`src/rtl/call_record_line_parser_unit_defines.svh`:
```
// Assertion helpers for the call record line parser.
`ifndef CALL_RECORD_LINE_PARSER_UNIT_DEFINES_SVH
`define CALL_RECORD_LINE_PARSER_UNIT_DEFINES_SVH

// Same-cycle implication, checked outside reset.
`define CRLP_ASSERT_IMP(lbl, clk, rst_n, ante, cons, msg) \
  lbl: assert property (@(posedge clk) disable iff (!rst_n) (ante) |-> (cons)) \
    else $error(msg);

// Next-cycle implication, checked outside reset.
`define CRLP_ASSERT_NXT(lbl, clk, rst_n, ante, cons, msg) \
  lbl: assert property (@(posedge clk) disable iff (!rst_n) (ante) |=> (cons)) \
    else $error(msg);

`endif

```
`src/rtl/crlp_pkg.sv`:
```
package crlp_pkg;

  localparam int unsigned REC_LEN       = 80;
  localparam int unsigned COL_W         = 8;
  localparam int unsigned VAL_W         = 7;
  localparam int unsigned NUM_VALS      = 7;
  localparam int unsigned VSEL_W        = $clog2(NUM_VALS);
  localparam int unsigned NUM_ERRS      = 5;
  localparam int unsigned DUR_W         = 19;
  localparam int unsigned HALF_W        = 60;
  localparam int unsigned CALLED_W      = 2 * HALF_W;
  localparam int unsigned CALLED_DIGITS = 30;
  localparam int unsigned CALLED_CNT_W  = $clog2(CALLED_DIGITS + 1);
  localparam int unsigned CODE_DIGITS   = 4;
  localparam int unsigned CODE_CNT_W    = $clog2(CODE_DIGITS + 1);
  localparam int unsigned QUEUE_DEPTH   = 2;
  localparam int unsigned QPTR_W        = $clog2(QUEUE_DEPTH);
  localparam int unsigned QCNT_W        = $clog2(QUEUE_DEPTH + 1);
  localparam int unsigned SEC_PER_HOUR  = 3600;
  localparam int unsigned SEC_PER_MIN   = 60;

  localparam logic [3:0] ST_OK        = 4'd0;
  localparam logic [3:0] ST_IGNORED   = 4'd1;
  localparam logic [3:0] ST_LENGTH    = 4'd2;
  localparam logic [3:0] ST_MONTH     = 4'd3;
  localparam logic [3:0] ST_DAY       = 4'd4;
  localparam logic [3:0] ST_HOUR      = 4'd5;
  localparam logic [3:0] ST_MINUTE    = 4'd6;
  localparam logic [3:0] ST_ZERO_DUR  = 4'd7;
  localparam logic [3:0] ST_CENTREX   = 4'd8;
  localparam logic [3:0] ST_CALLED    = 4'd9;
  localparam logic [3:0] ST_DUR_BAD   = 4'd10;

  localparam logic [7:0] CH_CR   = 8'h0D;
  localparam logic [7:0] CH_LF   = 8'h0A;
  localparam logic [7:0] CH_SP   = 8'h20;
  localparam logic [7:0] CH_DASH = 8'h2D;
  localparam logic [7:0] CH_0    = 8'h30;
  localparam logic [7:0] CH_1    = 8'h31;
  localparam logic [7:0] CH_9    = 8'h39;
  localparam logic [7:0] CH_A    = 8'h41;
  localparam logic [7:0] CH_P    = 8'h50;

  localparam logic [1:0] AMPM_NONE = 2'd0;
  localparam logic [1:0] AMPM_AM   = 2'd1;
  localparam logic [1:0] AMPM_PM   = 2'd2;

  // value slots
  localparam logic [VSEL_W-1:0] V_MONTH  = 3'd0;
  localparam logic [VSEL_W-1:0] V_DAY    = 3'd1;
  localparam logic [VSEL_W-1:0] V_HOUR   = 3'd2;
  localparam logic [VSEL_W-1:0] V_MINUTE = 3'd3;
  localparam logic [VSEL_W-1:0] V_DUR_H  = 3'd4;
  localparam logic [VSEL_W-1:0] V_DUR_M  = 3'd5;
  localparam logic [VSEL_W-1:0] V_DUR_S  = 3'd6;

  localparam logic [2:0] ERR_MONTH  = 3'd0;
  localparam logic [2:0] ERR_DAY    = 3'd1;
  localparam logic [2:0] ERR_HOUR   = 3'd2;
  localparam logic [2:0] ERR_MINUTE = 3'd3;
  localparam logic [2:0] ERR_DUR    = 3'd4;

  localparam logic [COL_W-1:0] COL_MONTH_T  = 8'd0;
  localparam logic [COL_W-1:0] COL_MONTH_U  = 8'd1;
  localparam logic [COL_W-1:0] COL_DAY_T    = 8'd3;
  localparam logic [COL_W-1:0] COL_DAY_U    = 8'd4;
  localparam logic [COL_W-1:0] COL_YEAR_HI  = 8'd6;
  localparam logic [COL_W-1:0] COL_YEAR_LO  = 8'd7;
  localparam logic [COL_W-1:0] COL_HOUR_T   = 8'd10;
  localparam logic [COL_W-1:0] COL_HOUR_U   = 8'd11;
  localparam logic [COL_W-1:0] COL_MIN_T    = 8'd13;
  localparam logic [COL_W-1:0] COL_MIN_U    = 8'd14;
  localparam logic [COL_W-1:0] COL_AMPM     = 8'd15;
  localparam logic [COL_W-1:0] COL_CALLER0  = 8'd19;
  localparam logic [COL_W-1:0] COL_CALLER1  = 8'd20;
  localparam logic [COL_W-1:0] COL_CENTREX  = 8'd26;
  localparam logic [COL_W-1:0] COL_CALLED_F = 8'd27;
  localparam logic [COL_W-1:0] COL_CALLED_L = 8'd56;
  localparam logic [COL_W-1:0] COL_DH_T     = 8'd64;
  localparam logic [COL_W-1:0] COL_DH_U     = 8'd65;
  localparam logic [COL_W-1:0] COL_DM_T     = 8'd67;
  localparam logic [COL_W-1:0] COL_DM_U     = 8'd68;
  localparam logic [COL_W-1:0] COL_DS_T     = 8'd70;
  localparam logic [COL_W-1:0] COL_DS_U     = 8'd71;
  localparam logic [COL_W-1:0] COL_CODE_F   = 8'd74;
  localparam logic [COL_W-1:0] COL_CODE_L   = 8'd77;
  localparam logic [COL_W-1:0] COL_PREFIX   = 8'd6;
  localparam logic [COL_W-1:0] COL_MAX      = 8'd255;

  localparam logic [HALF_W-1:0] FILL60    = {HALF_W{1'b1}};
  localparam logic [HALF_W-1:0] ZERO_NUM  = {4'h0, {(HALF_W-4){1'b1}}};
  localparam logic [15:0]       CODE_FILL = 16'hFFFF;
  localparam logic [15:0]       CODE_ZERO = 16'h0FFF;

  typedef struct packed {
    logic                  ignored;
    logic                  len_bad;
    logic [VAL_W-1:0]      month;
    logic [VAL_W-1:0]      day;
    logic [VAL_W-1:0]      hour;
    logic [VAL_W-1:0]      minute;
    logic [1:0]            ampm;
    logic [NUM_ERRS-1:0]   derr;
    logic [15:0]           year;
    logic [15:0]           caller;
    logic [15:0]           code;
    logic                  code_any;
    logic [CALLED_W-1:0]   called;
    logic                  called_any;
    logic                  called_nondigit;
    logic                  centrex;
    logic [VAL_W-1:0]      dur_h;
    logic [VAL_W-1:0]      dur_m;
    logic [VAL_W-1:0]      dur_s;
  } line_rec_t;

  // "  Date" prefix of a header line
  function automatic logic [7:0] date_word(input logic [2:0] idx);
    logic [7:0] ch;
    case (idx)
      3'd0:    ch = CH_SP;
      3'd1:    ch = CH_SP;
      3'd2:    ch = 8'h44;
      3'd3:    ch = 8'h61;
      3'd4:    ch = 8'h74;
      3'd5:    ch = 8'h65;
      default: ch = 8'h00;
    endcase
    return ch;
  endfunction

endpackage

```
`src/rtl/call_record_line_parser_unit.sv`:
```
// On its LF a line's record enters the line queue, then the output register.
// Throughput: one byte per cycle; the two-entry line queue and output register
// absorb output stalls, and input stalls only once both queue entries are full.
// Reset: synchronous, active low; clears column, line state, queue and output valid.
`include "call_record_line_parser_unit_defines.svh"
module call_record_line_parser_unit (
  input  logic                        clk,
  input  logic                        rst_n,
  input  logic                        in_valid,
  output logic                        in_stall,
  input  logic [7:0]                  in_rx_byte,
  output logic                        out_valid,
  input  logic                        out_stall,
  output logic [3:0]                  out_status,
  output logic [15:0]                 out_year_text,
  output logic [3:0]                  out_start_month,
  output logic [4:0]                  out_start_day,
  output logic [4:0]                  out_start_hour,
  output logic [5:0]                  out_start_minute,
  output logic [crlp_pkg::DUR_W-1:0]  out_duration_seconds,
  output logic [15:0]                 out_caller_text,
  output logic [15:0]                 out_code_digits,
  output logic [crlp_pkg::HALF_W-1:0] out_called_first_half,
  output logic [crlp_pkg::HALF_W-1:0] out_called_second_half
);
  import crlp_pkg::*;

  logic      accept;
  logic      push, pop, q_valid, q_full;
  line_rec_t push_rec, head_rec;

  assign in_stall = q_full;
  assign accept   = in_valid && !in_stall;

  crlp_front u_front (
    .clk     (clk),
    .rst_n   (rst_n),
    .accept  (accept),
    .rx_byte (in_rx_byte),
    .push    (push),
    .rec     (push_rec)
  );

  crlp_queue u_queue (
    .clk        (clk),
    .rst_n      (rst_n),
    .push       (push),
    .push_rec   (push_rec),
    .pop        (pop),
    .head_valid (q_valid),
    .head_rec   (head_rec),
    .full       (q_full)
  );

  crlp_back u_back (
    .clk                    (clk),
    .rst_n                  (rst_n),
    .head_valid             (q_valid),
    .head_rec               (head_rec),
    .pop                    (pop),
    .out_stall              (out_stall),
    .out_valid              (out_valid),
    .out_status             (out_status),
    .out_year_text          (out_year_text),
    .out_start_month        (out_start_month),
    .out_start_day          (out_start_day),
    .out_start_hour         (out_start_hour),
    .out_start_minute       (out_start_minute),
    .out_duration_seconds   (out_duration_seconds),
    .out_caller_text        (out_caller_text),
    .out_code_digits        (out_code_digits),
    .out_called_first_half  (out_called_first_half),
    .out_called_second_half (out_called_second_half)
  );

  `CRLP_ASSERT_IMP(a_err_fields_zero, clk, rst_n, out_valid && out_status != ST_OK, out_duration_seconds == '0 && out_caller_text == 16'h0 && out_called_first_half == '0, "failed line carries data")
  `CRLP_ASSERT_IMP(a_ok_ranges, clk, rst_n, out_valid && out_status == ST_OK, out_start_hour <= 5'd23 && out_start_month <= 4'd12 && out_duration_seconds != '0, "accepted line out of range")
  `CRLP_ASSERT_NXT(a_drain, clk, rst_n, out_valid && !out_stall && !q_valid, !out_valid, "result repeated")

endmodule

```
`src/rtl/crlp_front.sv`:
```
module crlp_front (
  input  logic              clk,
  input  logic              rst_n,
  input  logic              accept,
  input  logic [7:0]        rx_byte,
  output logic              push,
  output crlp_pkg::line_rec_t rec
);
  import crlp_pkg::*;

  logic [COL_W-1:0]        col_r, col_nxt;
  logic                    last_cr_r, last_cr_nxt;
  logic                    special_r, special_nxt;
  logic                    date_match_r, date_match_nxt;
  logic [VAL_W-1:0]        val_r [NUM_VALS];
  logic [VAL_W-1:0]        val_nxt [NUM_VALS];
  logic [1:0]              ampm_r, ampm_nxt;
  logic [NUM_ERRS-1:0]     derr_r, derr_nxt;
  logic [15:0]             year_r, year_nxt;
  logic [15:0]             caller_r, caller_nxt;
  logic [1:0]              caller_cnt_r, caller_cnt_nxt;
  logic [15:0]             code_r, code_nxt;
  logic [CODE_CNT_W-1:0]   code_cnt_r, code_cnt_nxt;
  logic [CALLED_W-1:0]     called_r, called_nxt;
  logic [CALLED_CNT_W-1:0] called_cnt_r, called_cnt_nxt;
  logic                    nondigit_r, nondigit_nxt;
  logic                    centrex_r, centrex_nxt;

  logic                    eol;
  logic                    is_dig, is_sp;
  logic [3:0]              dval;
  logic                    take, tens, sp_ok;
  logic [VSEL_W-1:0]       sel;
  logic [2:0]              err_idx;
  logic [VAL_W-1:0]        digit_v;

  assign eol    = (rx_byte == CH_LF) && last_cr_r;
  assign push   = accept && eol;
  assign is_dig = (rx_byte >= CH_0) && (rx_byte <= CH_9);
  assign is_sp  = (rx_byte == CH_SP);
  assign dval   = is_dig ? rx_byte[3:0] : 4'd0;

  // pick the two-digit field that owns this column
  always_comb begin
    take  = 1'b1;
    tens  = 1'b0;
    sp_ok = 1'b0;
    sel   = V_MONTH;
    case (col_r)
      COL_MONTH_T: begin sel = V_MONTH;  tens = 1'b1; sp_ok = 1'b1; end
      COL_MONTH_U: begin sel = V_MONTH;  end
      COL_DAY_T:   begin sel = V_DAY;    tens = 1'b1; sp_ok = 1'b1; end
      COL_DAY_U:   begin sel = V_DAY;    end
      COL_HOUR_T:  begin sel = V_HOUR;   tens = 1'b1; sp_ok = 1'b1; end
      COL_HOUR_U:  begin sel = V_HOUR;   end
      COL_MIN_T:   begin sel = V_MINUTE; tens = 1'b1; end
      COL_MIN_U:   begin sel = V_MINUTE; end
      COL_DH_T:    begin sel = V_DUR_H;  tens = 1'b1; end
      COL_DH_U:    begin sel = V_DUR_H;  end
      COL_DM_T:    begin sel = V_DUR_M;  tens = 1'b1; end
      COL_DM_U:    begin sel = V_DUR_M;  end
      COL_DS_T:    begin sel = V_DUR_S;  tens = 1'b1; end
      COL_DS_U:    begin sel = V_DUR_S;  end
      default:     take = 1'b0;
    endcase
    err_idx = (sel >= V_DUR_H) ? ERR_DUR : sel;
    digit_v = tens ? (VAL_W'({dval, 3'b000}) + VAL_W'({dval, 1'b0}))
                   : (val_r[sel] + VAL_W'(dval));
  end

  always_comb begin
    col_nxt        = col_r;
    last_cr_nxt    = last_cr_r;
    special_nxt    = special_r;
    date_match_nxt = date_match_r;
    val_nxt        = val_r;
    ampm_nxt       = ampm_r;
    derr_nxt       = derr_r;
    year_nxt       = year_r;
    caller_nxt     = caller_r;
    caller_cnt_nxt = caller_cnt_r;
    code_nxt       = code_r;
    code_cnt_nxt   = code_cnt_r;
    called_nxt     = called_r;
    called_cnt_nxt = called_cnt_r;
    nondigit_nxt   = nondigit_r;
    centrex_nxt    = centrex_r;
    if (accept) begin
      if (eol) begin
        // line done: drop back to the empty-line state
        col_nxt        = '0;
        last_cr_nxt    = 1'b0;
        special_nxt    = 1'b0;
        date_match_nxt = 1'b1;
        for (int i = 0; i < NUM_VALS; i++) val_nxt[i] = '0;
        ampm_nxt       = AMPM_NONE;
        derr_nxt       = '0;
        year_nxt       = '0;
        caller_nxt     = '0;
        caller_cnt_nxt = '0;
        code_nxt       = CODE_FILL;
        code_cnt_nxt   = '0;
        called_nxt     = {FILL60, FILL60};
        called_cnt_nxt = '0;
        nondigit_nxt   = 1'b0;
        centrex_nxt    = 1'b0;
      end else begin
        last_cr_nxt = (rx_byte == CH_CR);
        col_nxt     = (col_r == COL_MAX) ? col_r : col_r + 1'b1;
        if (col_r < COL_PREFIX && rx_byte != date_word(col_r[2:0])) date_match_nxt = 1'b0;
        if (col_r == COL_MONTH_T && (rx_byte == CH_CR || rx_byte == CH_DASH))
          special_nxt = 1'b1;
        if (take) begin
          val_nxt[sel] = digit_v;
          if (!(is_dig || (sp_ok && is_sp))) derr_nxt[err_idx] = 1'b1;
        end
        if (col_r == COL_YEAR_HI) year_nxt[15:8] = rx_byte;
        if (col_r == COL_YEAR_LO) year_nxt[7:0] = rx_byte;
        if (col_r == COL_AMPM)
          ampm_nxt = (rx_byte == CH_A) ? AMPM_AM : (rx_byte == CH_P) ? AMPM_PM : AMPM_NONE;
        if (col_r == COL_CENTREX && rx_byte == CH_1) centrex_nxt = 1'b1;
        if ((col_r == COL_CALLER0 || col_r == COL_CALLER1) && !is_sp && caller_cnt_r != 2'd2)
        begin
          if (caller_cnt_r == 2'd0) caller_nxt = {rx_byte, 8'h00};
          else caller_nxt[7:0] = rx_byte;
          caller_cnt_nxt = caller_cnt_r + 1'b1;
        end
        if (col_r >= COL_CALLED_F && col_r <= COL_CALLED_L && !is_sp) begin
          if (!is_dig) nondigit_nxt = 1'b1;
          if (called_cnt_r < CALLED_CNT_W'(CALLED_DIGITS)) begin
            for (int k = 0; k < CALLED_DIGITS; k++) begin
              if (called_cnt_r == CALLED_CNT_W'(k))
                called_nxt[CALLED_W-1-4*k -: 4] = rx_byte[3:0];
            end
            called_cnt_nxt = called_cnt_r + 1'b1;
          end
        end
        if (col_r >= COL_CODE_F && col_r <= COL_CODE_L && is_dig &&
            code_cnt_r < CODE_CNT_W'(CODE_DIGITS)) begin
          for (int k = 0; k < CODE_DIGITS; k++) begin
            if (code_cnt_r == CODE_CNT_W'(k)) code_nxt[15-4*k -: 4] = rx_byte[3:0];
          end
          code_cnt_nxt = code_cnt_r + 1'b1;
        end
      end
    end
  end

  always_ff @(posedge clk) begin
    if (!rst_n) begin
      col_r        <= '0;
      last_cr_r    <= 1'b0;
      special_r    <= 1'b0;
      date_match_r <= 1'b1;
      for (int i = 0; i < NUM_VALS; i++) val_r[i] <= '0;
      ampm_r       <= AMPM_NONE;
      derr_r       <= '0;
      year_r       <= '0;
      caller_r     <= '0;
      caller_cnt_r <= '0;
      code_r       <= CODE_FILL;
      code_cnt_r   <= '0;
      called_r     <= {FILL60, FILL60};
      called_cnt_r <= '0;
      nondigit_r   <= 1'b0;
      centrex_r    <= 1'b0;
    end else begin
      col_r        <= col_nxt;
      last_cr_r    <= last_cr_nxt;
      special_r    <= special_nxt;
      date_match_r <= date_match_nxt;
      val_r        <= val_nxt;
      ampm_r       <= ampm_nxt;
      derr_r       <= derr_nxt;
      year_r       <= year_nxt;
      caller_r     <= caller_nxt;
      caller_cnt_r <= caller_cnt_nxt;
      code_r       <= code_nxt;
      code_cnt_r   <= code_cnt_nxt;
      called_r     <= called_nxt;
      called_cnt_r <= called_cnt_nxt;
      nondigit_r   <= nondigit_nxt;
      centrex_r    <= centrex_nxt;
    end
  end

  // classify the finished line
  always_comb begin
    rec.ignored         = special_r || (date_match_r && col_r >= COL_PREFIX);
    rec.len_bad         = (col_r != COL_W'(REC_LEN - 1));
    rec.month           = val_r[V_MONTH];
    rec.day             = val_r[V_DAY];
    rec.hour            = val_r[V_HOUR];
    rec.minute          = val_r[V_MINUTE];
    rec.ampm            = ampm_r;
    rec.derr            = derr_r;
    rec.year            = year_r;
    rec.caller          = caller_r;
    rec.code            = code_r;
    rec.code_any        = (code_cnt_r != '0);
    rec.called          = called_r;
    rec.called_any      = (called_cnt_r != '0);
    rec.called_nondigit = nondigit_r;
    rec.centrex         = centrex_r;
    rec.dur_h           = val_r[V_DUR_H];
    rec.dur_m           = val_r[V_DUR_M];
    rec.dur_s           = val_r[V_DUR_S];
  end

endmodule

```
`src/rtl/crlp_queue.sv`:
```
module crlp_queue (
  input  logic                clk,
  input  logic                rst_n,
  input  logic                push,
  input  crlp_pkg::line_rec_t push_rec,
  input  logic                pop,
  output logic                head_valid,
  output crlp_pkg::line_rec_t head_rec,
  output logic                full
);
  import crlp_pkg::*;

  line_rec_t          slot_r [QUEUE_DEPTH];
  logic [QPTR_W-1:0]  wr_ptr_r, rd_ptr_r;
  logic [QCNT_W-1:0]  cnt_r;

  assign head_valid = (cnt_r != '0);
  assign full       = (cnt_r == QCNT_W'(QUEUE_DEPTH));
  assign head_rec   = slot_r[rd_ptr_r];

  always_ff @(posedge clk) begin
    if (push) slot_r[wr_ptr_r] <= push_rec;
  end

  always_ff @(posedge clk) begin
    if (!rst_n) begin
      wr_ptr_r <= '0;
      rd_ptr_r <= '0;
      cnt_r    <= '0;
    end else begin
      if (push) wr_ptr_r <= wr_ptr_r + 1'b1;
      if (pop)  rd_ptr_r <= rd_ptr_r + 1'b1;
      case ({push, pop})
        2'b10:   cnt_r <= cnt_r + 1'b1;
        2'b01:   cnt_r <= cnt_r - 1'b1;
        default: cnt_r <= cnt_r;
      endcase
    end
  end

endmodule

```
`src/rtl/crlp_back.sv`:
```
module crlp_back (
  input  logic                       clk,
  input  logic                       rst_n,
  input  logic                       head_valid,
  input  crlp_pkg::line_rec_t        head_rec,
  output logic                       pop,
  input  logic                       out_stall,
  output logic                       out_valid,
  output logic [3:0]                 out_status,
  output logic [15:0]                out_year_text,
  output logic [3:0]                 out_start_month,
  output logic [4:0]                 out_start_day,
  output logic [4:0]                 out_start_hour,
  output logic [5:0]                 out_start_minute,
  output logic [crlp_pkg::DUR_W-1:0] out_duration_seconds,
  output logic [15:0]                out_caller_text,
  output logic [15:0]                out_code_digits,
  output logic [crlp_pkg::HALF_W-1:0] out_called_first_half,
  output logic [crlp_pkg::HALF_W-1:0] out_called_second_half
);
  import crlp_pkg::*;

  logic              valid_r;
  logic [3:0]        status_r;
  logic [15:0]       year_r, caller_r, code_r;
  logic [3:0]        month_r;
  logic [4:0]        day_r, hour_r;
  logic [5:0]        minute_r;
  logic [DUR_W-1:0]  dur_r;
  logic [HALF_W-1:0] first_r, second_r;

  logic              load;
  logic [VAL_W-1:0]  hour24;
  logic [DUR_W-1:0]  dur;
  logic [3:0]        st;
  logic              ok;

  assign load = head_valid && (!valid_r || !out_stall);
  assign pop  = load;

  always_comb begin
    hour24 = head_rec.hour;
    if (head_rec.ampm == AMPM_AM && head_rec.hour == VAL_W'(12)) hour24 = '0;
    if (head_rec.ampm == AMPM_PM && head_rec.hour != VAL_W'(12))
      hour24 = head_rec.hour + VAL_W'(12);
    dur = DUR_W'(head_rec.dur_h) * DUR_W'(SEC_PER_HOUR)
        + DUR_W'(head_rec.dur_m) * DUR_W'(SEC_PER_MIN)
        + DUR_W'(head_rec.dur_s);
    if (head_rec.ignored)                                                st = ST_IGNORED;
    else if (head_rec.len_bad)                                           st = ST_LENGTH;
    else if (head_rec.derr[ERR_MONTH]  || head_rec.month  > VAL_W'(12))  st = ST_MONTH;
    else if (head_rec.derr[ERR_DAY]    || head_rec.day    > VAL_W'(31))  st = ST_DAY;
    else if (head_rec.derr[ERR_HOUR]   || hour24          > VAL_W'(23))  st = ST_HOUR;
    else if (head_rec.derr[ERR_MINUTE] || head_rec.minute > VAL_W'(59))  st = ST_MINUTE;
    else if (head_rec.derr[ERR_DUR])                                     st = ST_DUR_BAD;
    else if (dur == '0)                                                  st = ST_ZERO_DUR;
    else if (head_rec.centrex)                                           st = ST_CENTREX;
    else if (head_rec.called_nondigit)                                   st = ST_CALLED;
    else                                                                 st = ST_OK;
    ok = (st == ST_OK);
  end

  always_ff @(posedge clk) begin
    if (!rst_n) begin
      valid_r <= 1'b0;
    end else if (load) begin
      valid_r <= 1'b1;
    end else if (!out_stall) begin
      valid_r <= 1'b0;
    end
  end

  // payload: every field but status reads zero on a failed line
  always_ff @(posedge clk) begin
    if (load) begin
      status_r <= st;
      year_r   <= ok ? head_rec.year : 16'h0;
      month_r  <= ok ? head_rec.month[3:0] : 4'h0;
      day_r    <= ok ? head_rec.day[4:0] : 5'h0;
      hour_r   <= ok ? hour24[4:0] : 5'h0;
      minute_r <= ok ? head_rec.minute[5:0] : 6'h0;
      dur_r    <= ok ? dur : '0;
      caller_r <= ok ? head_rec.caller : 16'h0;
      code_r   <= !ok ? 16'h0 : head_rec.code_any ? head_rec.code : CODE_ZERO;
      first_r  <= !ok ? '0 :
                  head_rec.called_any ? head_rec.called[CALLED_W-1:HALF_W] : ZERO_NUM;
      second_r <= !ok ? '0 :
                  head_rec.called_any ? head_rec.called[HALF_W-1:0] : FILL60;
    end
  end

  assign out_valid              = valid_r;
  assign out_status             = status_r;
  assign out_year_text          = year_r;
  assign out_start_month        = month_r;
  assign out_start_day          = day_r;
  assign out_start_hour         = hour_r;
  assign out_start_minute       = minute_r;
  assign out_duration_seconds   = dur_r;
  assign out_caller_text        = caller_r;
  assign out_code_digits        = code_r;
  assign out_called_first_half  = first_r;
  assign out_called_second_half = second_r;

endmodule
```
`config.mk`:
```
export PLATFORM = sky130hd
export DESIGN_NAME = call_record_line_parser_unit
export DESIGN_NICKNAME = d
export VERILOG_FILES = /design/src/rtl/crlp_pkg.sv /design/src/rtl/call_record_line_parser_unit.sv /design/src/rtl/crlp_front.sv /design/src/rtl/crlp_queue.sv /design/src/rtl/crlp_back.sv
export VERILOG_INCLUDE_DIRS = /design/src /design/src/rtl
export SDC_FILE = /design/constraint.sdc
export NUM_CORES = 1
export LEC_CHECK = 0
export ABC_AREA = 1
export ABC_CLOCK_PERIOD_IN_PS = 30300
export CAP_MARGIN = 10
export CORE_ASPECT_RATIO = 0.9
export CORE_MARGIN = 4
export CORE_UTILIZATION = 45
export CTS_CLUSTER_DIAMETER = 120
export DETAILED_ROUTE_END_ITERATION = 8
export DONT_BUFFER_PORTS = 1
export PLACE_DENSITY_LB_ADDON = 0.1
export RECOVER_POWER = 25
export SETUP_SLACK_MARGIN = 0.3
export SLEW_MARGIN = 15
export SYNTH_ARGS = -nofsm -noshare
export SYNTH_HDL_FRONTEND = slang
export SYNTH_SLANG_ARGS = --single-unit
```
`constraint.sdc`:
```
create_clock -name clk -period 30.3 [get_ports clk]
set_input_delay 3.03 -clock clk [delete_from_list [all_inputs] [get_ports clk]]
set_output_delay 3.03 -clock clk [all_outputs]
set_load 0.05 [all_outputs]
```
# Yosys cells after proc, flatten, opt, wreduce, memory -nomap -nowiden
# Memories as Yosys holds them, arrays and structs flattened. A register that Yosys moved wholly into a read port is not among the register bits.
# Index checks and enable logic that the tools add are counted.
# Widths: inputs -> output; s select.
[word_totals]
in_bits = 12
ff_bits = 463
mem_count = 1
out_inout_bits = 213
ramBits = 460
elab_cells = 453
[op_classes]
n_bitwise = 2
n_mul = 2
n_addsub = 13
order_cmp = 19
eq_ne = 78
n_reduce_logical = 151
mux = 114
[mem_list]
columns = ["memory", "depth", "width", "read_ports", "rd_ports_with_merged_regs", "write_ports", "line", "text"]
rows = [
  ["u_queue.slot_r", 2, 230, 1, 1, 1, "crlp_queue.sv:13", "line_rec_t slot_r [QUEUE_DEPTH];"],
]
[ops]
columns = ["operator", "n"]
rows = [
  ["$mux 120", 3],
  ["$mux 4", 45],
  ["$reduce_and 4->1", 30],
  ["$mux 49", 2],
  ["$reduce_bool 2->1", 48],
  ["$mux 16", 5],
  ["$eq 5x5->1 const B", 14],
  ["$eq 8x7->1 const B", 8],
  ["$mux 8", 8],
  ["$mux 60", 1],
  ["$eq 8x4->1 const B", 7],
  ["$mux 56", 1],
  ["$bwmux 49", 1],
  ["$mux 7", 6],
  ["$eq 5x4->1 const B", 8],
  ["$pmux 7 s5", 1],
  ["$mux 5", 6],
  ["$eq 8x3->1 const B", 3],
  ["$eq 8x5->1 const B", 3],
  ["$eq 8x6->1 const B", 3],
  ["$reduce_and 2->1", 12],
  ["$reduce_and 3->1", 8],
  ["$bmux 7 s3", 1],
  ["$demux 7 s3", 1],
  ["other kinds (71)", 154],
]

# Longest topological paths before layout
[logic_depth]
ltp_word = 14
ltp_mapped = 45
depth_no_buf = 39

# By module
# A second synthesis with hierarchy kept.
[hier_totals]
hier_cells = 3316
area_unflattened_um2 = 39938.3
[by_module_without_submodules]
columns = ["module", "seq_area_each_um2", "cells_per_inst", "n_inst", "area_each_um2"]
rows = [
  ["crlp_queue", 13913.3, 751, 1, 17847.1],
  ["crlp_back", 6356.1, 1096, 1, 11139.4],
  ["crlp_front", 4944.7, 1467, 1, 10941.7],
  ["call_record_line_parser_unit", 0.0, 2, 1, 10.0],
]

# Worst setup path before layout
# No wires, ideal clock.
[synth_path]
kind = "input-to-reg"
from = "in in_rx_byte[4]"
to = "mem u_queue.slot_r[1][0] (netlist bit), enable pin"
setup_ns = 0.827
stages = 11
setup_slack_ns = 15.666
t_required_ns = 29.473
t_arrival_ns = 13.807
path_buffers = 2
path_cell_list = "clkbuf_1 > nor2_2 > inv_1 > nor2_1 > nand4_1 > nor2_1 > inv_2 > nor2_1 > inv_1 > clkbuf_1 > nor2_1"
[synth_between]
elab_chain_len = 5
[synth_rtl]
columns = ["element", "line", "text"]
rows = [
  ["start: declaration", "call_record_line_parser_unit.sv:11", "input logic [7:0] in_rx_byte,"],
  ["$eq 8x4->1", "crlp_front.sv:37", "assign eol = (rx_byte == CH_LF) && last_cr_r;"],
  ["$logic_and 1x1->1", "crlp_front.sv:37", ""],
  ["$logic_and 1x1->1", "crlp_front.sv:38", "assign push = accept && eol;"],
  ["$mux 1", "crlp_queue.sv:22", "if (push) slot_r[wr_ptr_r] <= push_rec;"],
  ["$mux 1 (not written as such)", "crlp_queue.sv:22", ""],
  ["end: declaration", "crlp_queue.sv:13", ""],
]
# No other way between the ends.

==> metrics.txt <==
Slew @ Worst Pin 1.13 ns; Antenna Cells 0; final RePlAce weighted congestion 0.867; Area after DPL 39300 um2; Clock Power Share 47.0%; worst path arrival time 9.64 ns; Post-synth EDFFs 671; Pwr Density 61.0 nW/um2; Setup TNS Final 0 ns; Core Box Area 84400 um2; Distinct cells, synth 64; 1st-pass router iterations 7; register area share after synthesis 65.7%; CTS tree yes; post-synth top area cell edfxtp_1; gr usage total 20.5%; Post-DRT Antenna Nets 0; Critical Path RT 30.67 ns; global-route wire length before repair 143 mm; layout cell share with drive strength beyond 1 9.82%; most numerous cell in the Yosys netlist nand2_1; Ys Warns 0; via count 24000; hold_buf cts 0; grt total ovfl 0; Setup CP Type reg2reg; HP Class reg2reg; Internal 2080 uW; Skew-Pair Late Insertion Delay 0.67 ns; syn avg cell area 11.4 um2; final net count 3459; I/O Buffers 0; Hold Vio Cnt, Final 0; Switching Fraction 20.0%; design area 42600 um2; slowest CP cell buf_4; CTS buffer count 94; synthesized cell area 38400 um2; vias per cell 5.27; Slew headroom 24.6%; CP Launch Type flop; post-CTS setup buffers 0; Area Overhead vs Synth 10.9%; crit share post-route 30.6%; crit path time final 9.27 ns; Worst Setup End Kind flop; total wire length 93.0 mm; DR iter-0 viols 1814; Post-synth top flop edfxtp_1; hpwl dp 59.1 mm; initial antenna violation count 0; P_leak 0.0162 uW; sequential power share 51.7%; combinational power share 1.4%; Synth top cells by count nand2_1, edfxtp_1, a21oi_1; # resized after CTS 0; initial core utilization 45.5%; Synth area leaders edfxtp_1, dfxtp_1, nand2_1; largest net degree at the start of global routing 160; Post-Syn Nets 3481; CP most frequent cell nand2_1; post-synthesis register bit count 924; CTS sink cnt 924; drt wl/cell 20.5 um; Cells after Synth 3354; H-tree Lvls 3; Root Driver clkbuf_16; Hold Slack 0.440 ns; die width 316 um; CTS Buffer Depth 3; NetSw 519 uW; f_max 108 MHz; max incr delay on CP 0.87 ns; IO Pins 225; Slew Limit Fails 0; Worst-path clk slew 0.06 ns; DIE AREA 90000 um2; number of remaining DRC errors 0; Tot Pwr 2600 uW; vias in the first global route 23700; run status complete, no violations; Layout Skew 0.0403 ns; setup violators final 0; ys async rst share 0%; CP max FO 75; unrepaired setup endpoints after global routing no; die height 285 um; row count 101; post-synth top area share 52.5%; peak supply drop 0.0424 mV; max-cap viol count 0
## metrics by stage
stage,cells,worst slack [ns],util [%]
6_report,4546,21.03,50.4
4_1_cts,4546,20.89,50.4
2_1_floorplan,3354,15.67,-
3_5_place_dp,4369,20.93,46.5
3_3_place_gp,4369,21.16,46.5
5_1_grt,4546,20.28,50.4
## area by class of cell
type                       instances  area, um2
inverter                         217        825
tap                             1133       1420
timing repair buffer              25        200
clock buffer                     129       2700
fill                            7544      41800
clock inverter                    48        611
sequential                       924      25200
multi-input combinational       2070      11600
## placed cells by master, fill, tap and decap left out, types with 24 or more instances in the layout
| master | n |
|---|---|
| a21oi_1 | 297 |
| buf_4 | 24 |
| clkbuf_16 | 98 |
| dfxtp_1 | 252 |
| edfxtp_1 | 671 |
| ha_1 | 93 |
| inv_1 | 204 |
| nand2_1 | 871 |
| nand3_1 | 78 |
| nor2_1 | 177 |
| nor2_4 | 102 |
| o211ai_1 | 121 |
| o21ai_0 | 55 |
| o22ai_1 | 28 |
## worst max-delay path, delay by kind of cell, from the launching register on
family	cells	cell delay, ns
adder cells (fa/ha/maj)	5	2.13
AO/OA/AOI/OAI	7	0.99
buffers and inverters	5	2.08
AND/OR/NAND/NOR	18	2.47
flip-flops	1	0.56
XOR/XNOR	2	0.45
## sequential cells by signal, summed over array words and instances, names as in the netlist, 6 cells and up, named ones only
name / count
u_back.out_called_second_half: 60
u_back.out_caller_text: 16
u_queue.slot_r: 460
u_front.code_r: 16
u_back.out_code_digits: 16
u_front.year_r: 16
u_back.out_duration_seconds: 19
u_front.col_r: 8
u_front.called_r: 120
u_front.caller_r: 16
u_back.out_start_minute: 6
u_back.out_called_first_half: 60
u_back.out_year_text: 16
u_front.rec: 49
## power groups by stage
stage / combinational [uW] / clock (uW) / sequential (uW)
6_report: 35.7 / 1220 / 1340
5_1_grt: 39.0 / 1300 / 1340
4_1_cts: 35.6 / 1250 / 1340
3_5_place_dp: 35.4 / 0 / 1370
3_3_place_gp: 35.5 / 0 / 1370
2_1_floorplan: 25.4 / 0 / 1370
## path summary, 6_finish.rpt
| path | endpoint | cells past startpoint | slack, ns | from |
|---|---|---|---|---|
| worst max-delay path | u_back.out_called_second_half[28] | 37 | 21.03 | flop |
| worst min-delay path | flop | 1 | 0.44 | u_queue.rd_ptr_r |
| worst max register to register | u_back.out_called_second_half[28] | 37 | 21.03 | flop |
| worst min register to register | flop | 1 | 0.44 | u_queue.rd_ptr_r |
## kinds of logic (layout without fill, tap and decap cells)
| family | count (synthesis) | after routing | synth area share [%] |
|---|---|---|---|
| AOI/OAI and AO/OA | 576 | 576 | 8.87 |
| xor gates and xnor gates | 25 | 25 | 0.590 |
| adders and majority gates | 115 | 115 | 4.18 |
| buffers and inverters | 360 | 419 | 4.20 |
| DFF | 924 | 924 | 65.7 |
| muxes | 23 | 23 | 0.600 |
| and+or+nand+nor | 1331 | 1331 | 15.9 |
## routing by layer
layer	vias to the layer above	wire length [um]	track usage, %
met2	601	42200	32.1
met3	120	4660	3.38
met4	0	1830	5.16
met1	11600	44300	30.0
met5	-	0	0
li1	11600	-	-
No activity file was read; power rests on OpenSTA's default activity.
